## src/hw/rtl/sscg_pkg.sv

```systemverilog
// Shared types, sizes and codes for the shadow stack call graph checker.
// No dependencies; the interfaces and every other module but sscg_ram refer to it by scoped name.
`timescale 1ns / 1ps

package sscg_pkg;

  localparam int FUNC_COUNT  = 64;
  localparam int STACK_DEPTH = 16;
  localparam int Q_DEPTH     = 2;

  localparam int ACT_W    = 2;
  localparam int ID_W     = 6;
  localparam int STATUS_W = 4;
  localparam int DEPTH_W  = 5;

  localparam int FID_W = $clog2(FUNC_COUNT);
  localparam int SP_W  = $clog2(STACK_DEPTH);
  localparam int CNT_W = $clog2(STACK_DEPTH + 1);
  localparam int QP_W  = (Q_DEPTH > 1) ? $clog2(Q_DEPTH) : 1;
  localparam int QC_W  = $clog2(Q_DEPTH + 1);

  typedef enum logic [ACT_W-1:0] {
    ACT_ENTER  = 2'd0,
    ACT_EXIT   = 2'd1,
    ACT_LOAD   = 2'd2,
    ACT_VERIFY = 2'd3
  } action_t;

  typedef enum logic [STATUS_W-1:0] {
    ST_PUSHED         = 4'd0,
    ST_DUPLICATE      = 4'd1,
    ST_POPPED         = 4'd2,
    ST_NOT_TOP        = 4'd3,
    ST_UNDERFLOW      = 4'd4,
    ST_OVERFLOW       = 4'd5,
    ST_EDGE_LOADED    = 4'd6,
    ST_PAIR_ALLOWED   = 4'd7,
    ST_PAIR_FORBIDDEN = 4'd8,
    ST_UNKNOWN        = 4'd9,
    ST_NOTHING        = 4'd10
  } status_t;

  // Classified command as handed from the front end to the back end
  typedef struct packed {
    action_t         act;
    logic [ID_W-1:0] fid;
    logic [ID_W-1:0] cid;
    logic            fid_bad;
    logic            cid_bad;
  } cmd_t;

  typedef struct packed {
    logic valid;
    logic full;
  } q_st_t;

  typedef struct packed {
    logic             busy;
    logic [CNT_W-1:0] depth;
  } bk_st_t;

  function automatic logic id_bad(input logic [ID_W-1:0] id);
    return 32'(id) >= FUNC_COUNT;
  endfunction

  function automatic logic [FID_W-1:0] to_fidx(input logic [ID_W-1:0] id);
    return FID_W'(id);
  endfunction

endpackage

```

## src/hw/rtl/sscg_queue.sv

```systemverilog
// Short command queue decoupling the front end from the back end.
// Depends on sscg_pkg.
`timescale 1ns / 1ps

module sscg_queue (
  input  logic                  clk,
  input  logic                  rst,
  input  logic                  push,
  input  sscg_pkg::cmd_t        cmd_in,
  input  logic                  pop,
  output sscg_pkg::cmd_t        cmd_out,
  output sscg_pkg::q_st_t       q_st
);

  sscg_pkg::cmd_t                entry [sscg_pkg::Q_DEPTH];
  logic [sscg_pkg::QP_W-1:0]     wptr;
  logic [sscg_pkg::QP_W-1:0]     rptr;
  logic [sscg_pkg::QC_W-1:0]     fill;

  localparam logic [sscg_pkg::QP_W-1:0] PTR_LAST = sscg_pkg::QP_W'(sscg_pkg::Q_DEPTH - 1);

  assign cmd_out    = entry[rptr];
  assign q_st.valid = fill != '0;
  assign q_st.full  = fill == sscg_pkg::QC_W'(sscg_pkg::Q_DEPTH);

  always_ff @(posedge clk) begin
    if (push) begin
      entry[wptr] <= cmd_in;
    end
    if (rst) begin
      wptr <= '0;
      rptr <= '0;
      fill <= '0;
    end else begin
      if (push) begin
        wptr <= (wptr == PTR_LAST) ? '0 : wptr + sscg_pkg::QP_W'(1);
      end
      if (pop) begin
        rptr <= (rptr == PTR_LAST) ? '0 : rptr + sscg_pkg::QP_W'(1);
      end
      if (push && !pop) begin
        fill <= fill + sscg_pkg::QC_W'(1);
      end else if (pop && !push) begin
        fill <= fill - sscg_pkg::QC_W'(1);
      end
    end
  end

endmodule

```

## config.mk

```make
export PLATFORM = sky130hd
export DESIGN_NAME = sscg_queue
export DESIGN_NICKNAME = d
export VERILOG_FILES = /design/src/hw/rtl/sscg_pkg.sv /design/src/hw/rtl/sscg_queue.sv
export SDC_FILE = /design/constraint.sdc
export NUM_CORES = 1
export LEC_CHECK = 0
export ABC_AREA = 1
export BUFFER_PORTS_ARGS = -buffer_cell sky130_fd_sc_hd__buf_4
export CORE_MARGIN = 5
export CORE_UTILIZATION = 48
export CTS_BUF_LIST = sky130_fd_sc_hd__clkbuf_8
export DETAILED_ROUTE_END_ITERATION = 6
export PLACE_DENSITY_LB_ADDON = 0.15
export SYNTH_ARGS = -nofsm -noshare
export SYNTH_HDL_FRONTEND = slang
export SYNTH_SLANG_ARGS = --single-unit
```

## constraint.sdc

```tcl
create_clock -name clk -period 1.4 [get_ports clk]
set_input_delay 0.07 -clock clk [delete_from_list [all_inputs] [get_ports clk]]
set_output_delay 0.07 -clock clk [all_outputs]
set_load 0.01 [all_outputs]
```

==> impl_metrics.tcl <==
set metrics [dict create \
    finalHoldViolCount 0 \
    p_total_mw 2.402 \
    dp_slack_ns 0.2427 \
    syn_to_final_growth_pct 42.94 \
    critPathRequiredTime_ns 1.33 \
    hold_path_class "in2reg" \
    grt_pass1_wl_mm 4.153 \
    fmax_mhz 748.1 \
    avgSynthCellArea_um2 17.31 \
    crit_slowest_cell "dfxtp_4" \
    p_leak_nw 0.8694 \
    top_usage_layer "met2" \
    path_max_fanout 6 \
    final_common_cell "buf_4" \
    synth_nets 104 \
    combPwrFrac 0.164 \
    drc 0 \
    gr-usage-met3 0.04318 \
    cts_htree_levels 2 \
    rows 19 \
    synth-seq-cells 37 \
    fp.dieH_um 64.71 \
    path_cells "buf_6 -> mux2_2 -> buf_4" \
    setup_slack_ns 0.06336 \
    fill_cells 202 \
    fin_area_um2 2053 \
    fin_cells 180 \
    ys_warn_count 0 \
    fin_util 0.7319 \
    drt_iter0_markers 17 \
    crit_path_start_kind "flip-flop" \
    syn_inst 83 \
    crit_family "flip-flops" \
    use_met2 0.2363 \
    crit_type "reg2out" \
    irDropWorstVdd_mv 0.8910 \
    wl_per_cell_um 13.45 \
    routed_wl_mm 2.421 \
    groute.layer.met1.usage 0.1416 \
    cts_tree "yes" \
    worstMarginPinSlew_ns 0.2271 \
    grt_start_max_net_pins 12 \
    clock_sinks 37 \
    clk_latency_ns 0.28 \
    fin_tns_setup_ns 0 \
    clockPowerShare 0.297 \
    place_area_um2 1782 \
    finalMaxSlewViolations 0 \
    die_area_um2 4187 \
    status "completed" \
    final_cell_mix "buf_4 (40), edfxtp_1 (32), dlygate4sd3_1 (17)" \
    dr.pass1.iters 4 \
    clockBufferDepth 2 \
    track_usage 0.1327 \
    synth_cell_types 16 \
    register_area_um2 1065 \
    reg2regPathDepth 3 \
    cts_root_buf "clkbuf_8" \
    die_w_um 64.71 \
    grt_pass1_vias 946 \
    layout.nets 169 \
    max_cap_violations 0 \
    cts_buffers 5 \
    port_buffers 37 \
    p_seq_frac 0.538 \
    vias_per_cell 4.806 \
    num_vias 865 \
    gp_congestion 0.6497 \
    grt_overflow 0 \
    dp.cells 155 \
    dp_hpwl_mm 1.709 \
    start_util 0.5120 \
    internal_power_mw 1.893 \
    layout_min_cycle_time_ns 1.337 \
    finalHoldWorstSlack_ns 0.06167 \
    hold_depth 3 \
    p_sw_uw 508.9 \
    ios 38 \
    crit_path_max_incr_delay_ns 0.38 \
    final_layout_size_suffix_gt1_frac 0.4497 \
    finalCritPeriodShare 0.9547 \
    syn-cell-area_um2 1436 \
    multi_input_area_um2 312.8 \
    clk_pin_slew_ns 0.06 \
    antenna_found_initial 0 \
    crit_path_end_kind "output pin" \
    rsz0062_at_grt "false" \
    cp.depth 3 \
    relSlewSlack 0.8484 \
    setup_viol 0 \
    cellPowerDensity_nw_per_um2 1170 \
    skew_ns 0.003304 \
    cp.arrival_ns 1.27 \
    core-area_um2 2805 \
    path_buf_inv 2 \
    drtAntennaViolNets 0 \
    switching_share 0.2119 \
    antenna_cells 0 \
    ys_seq_area_frac 0.7387 \
]
routing by layer:
layer  share of wire  wire, um  up-vias
met5               0         0        -
met4           0.018        44        0
met3           0.060       145        5
met2            0.55      1321       26
met1            0.38       910      410
li1                -         -      424
flip-flops by register name (all words and copies together) (netlist names), named ones only:
name	cells
rptr	1
wptr	1
entry	32
fill	2
worst paths after layout:
kind | from | end | slack, ns
setup / recovery | flip-flop | cmd_out[2] | 0.06
hold / removal | pop | rptr | 0.06
setup reg to reg | wptr | entry[1][5] | 0.33
hold reg to reg | rptr | rptr | 0.52
logic make-up (layout without fill, tap and decap cells):
group	after synthesis	count (layout)	share of synthesized area
flip-flops	37	37	0.7387
XOR/XNOR	1	1	0.006099
multiplexers	16	16	0.1516
AO/OA/AOI/OAI	2	2	0.006962
adder cells (fa/ha/maj)	1	1	0.008709
buffers and inverters	11	77	0.04529
AND/OR/NAND/NOR	15	15	0.04268
worst min-delay path, stage by stage:
cell and delay, ns:
buf_4 0.09, xnor2_1 0.07, nor2_1 0.08
final cells by class:
cell class / count / share of cell area
Clock buffer: 6 / 0.04022
Clock inverter: 2 / 0.003656
Inverter: 9 / 0.01645
Multi-Input combinational cell: 35 / 0.1523
Sequential cell: 37 / 0.5186
Tap cell: 31 / 0.01889
Timing Repair Buffer: 60 / 0.2498
cell usage after synthesis:
library cell / instances / area, um2
a21oi_1: 1 / 5.000
buf_12: 1 / 20.02
buf_6: 1 / 11.26
dfxtp_1: 5 / 100.1
edfxtp_1: 32 / 960.9
ha_1: 1 / 12.51
inv_1: 9 / 33.78
mux2_2: 6 / 67.56
mux2_4: 10 / 150.1
nand2_1: 6 / 22.52
nand3_1: 1 / 5.000
nand4_1: 1 / 6.260
nor2_1: 6 / 22.52
nor3_1: 1 / 5.000
o21ai_0: 1 / 5.000
xnor2_1: 1 / 8.760
power by group through the flow:
stage	sequential [mW]	combinational [mW]	clock, mW
global route	1.30	0.431	0.794
finish	1.29	0.395	0.714
global placement	1.31	0.350	0
floorplan	1.31	0.200	0
CTS	1.29	0.399	0.734
detailed placement	1.31	0.358	0
repair_timing:
action | 4_1_cts | 5_1_grt
setup buffers | 0 | 0
endpoints found under the setup margin | 14 | 10
endpoints found under the hold margin | 35 | 0
gates resized for setup | 2 | 2
cloned | 0 | 0
hold buffers | 17 | 0
Power figures use the tool's default switching activity.
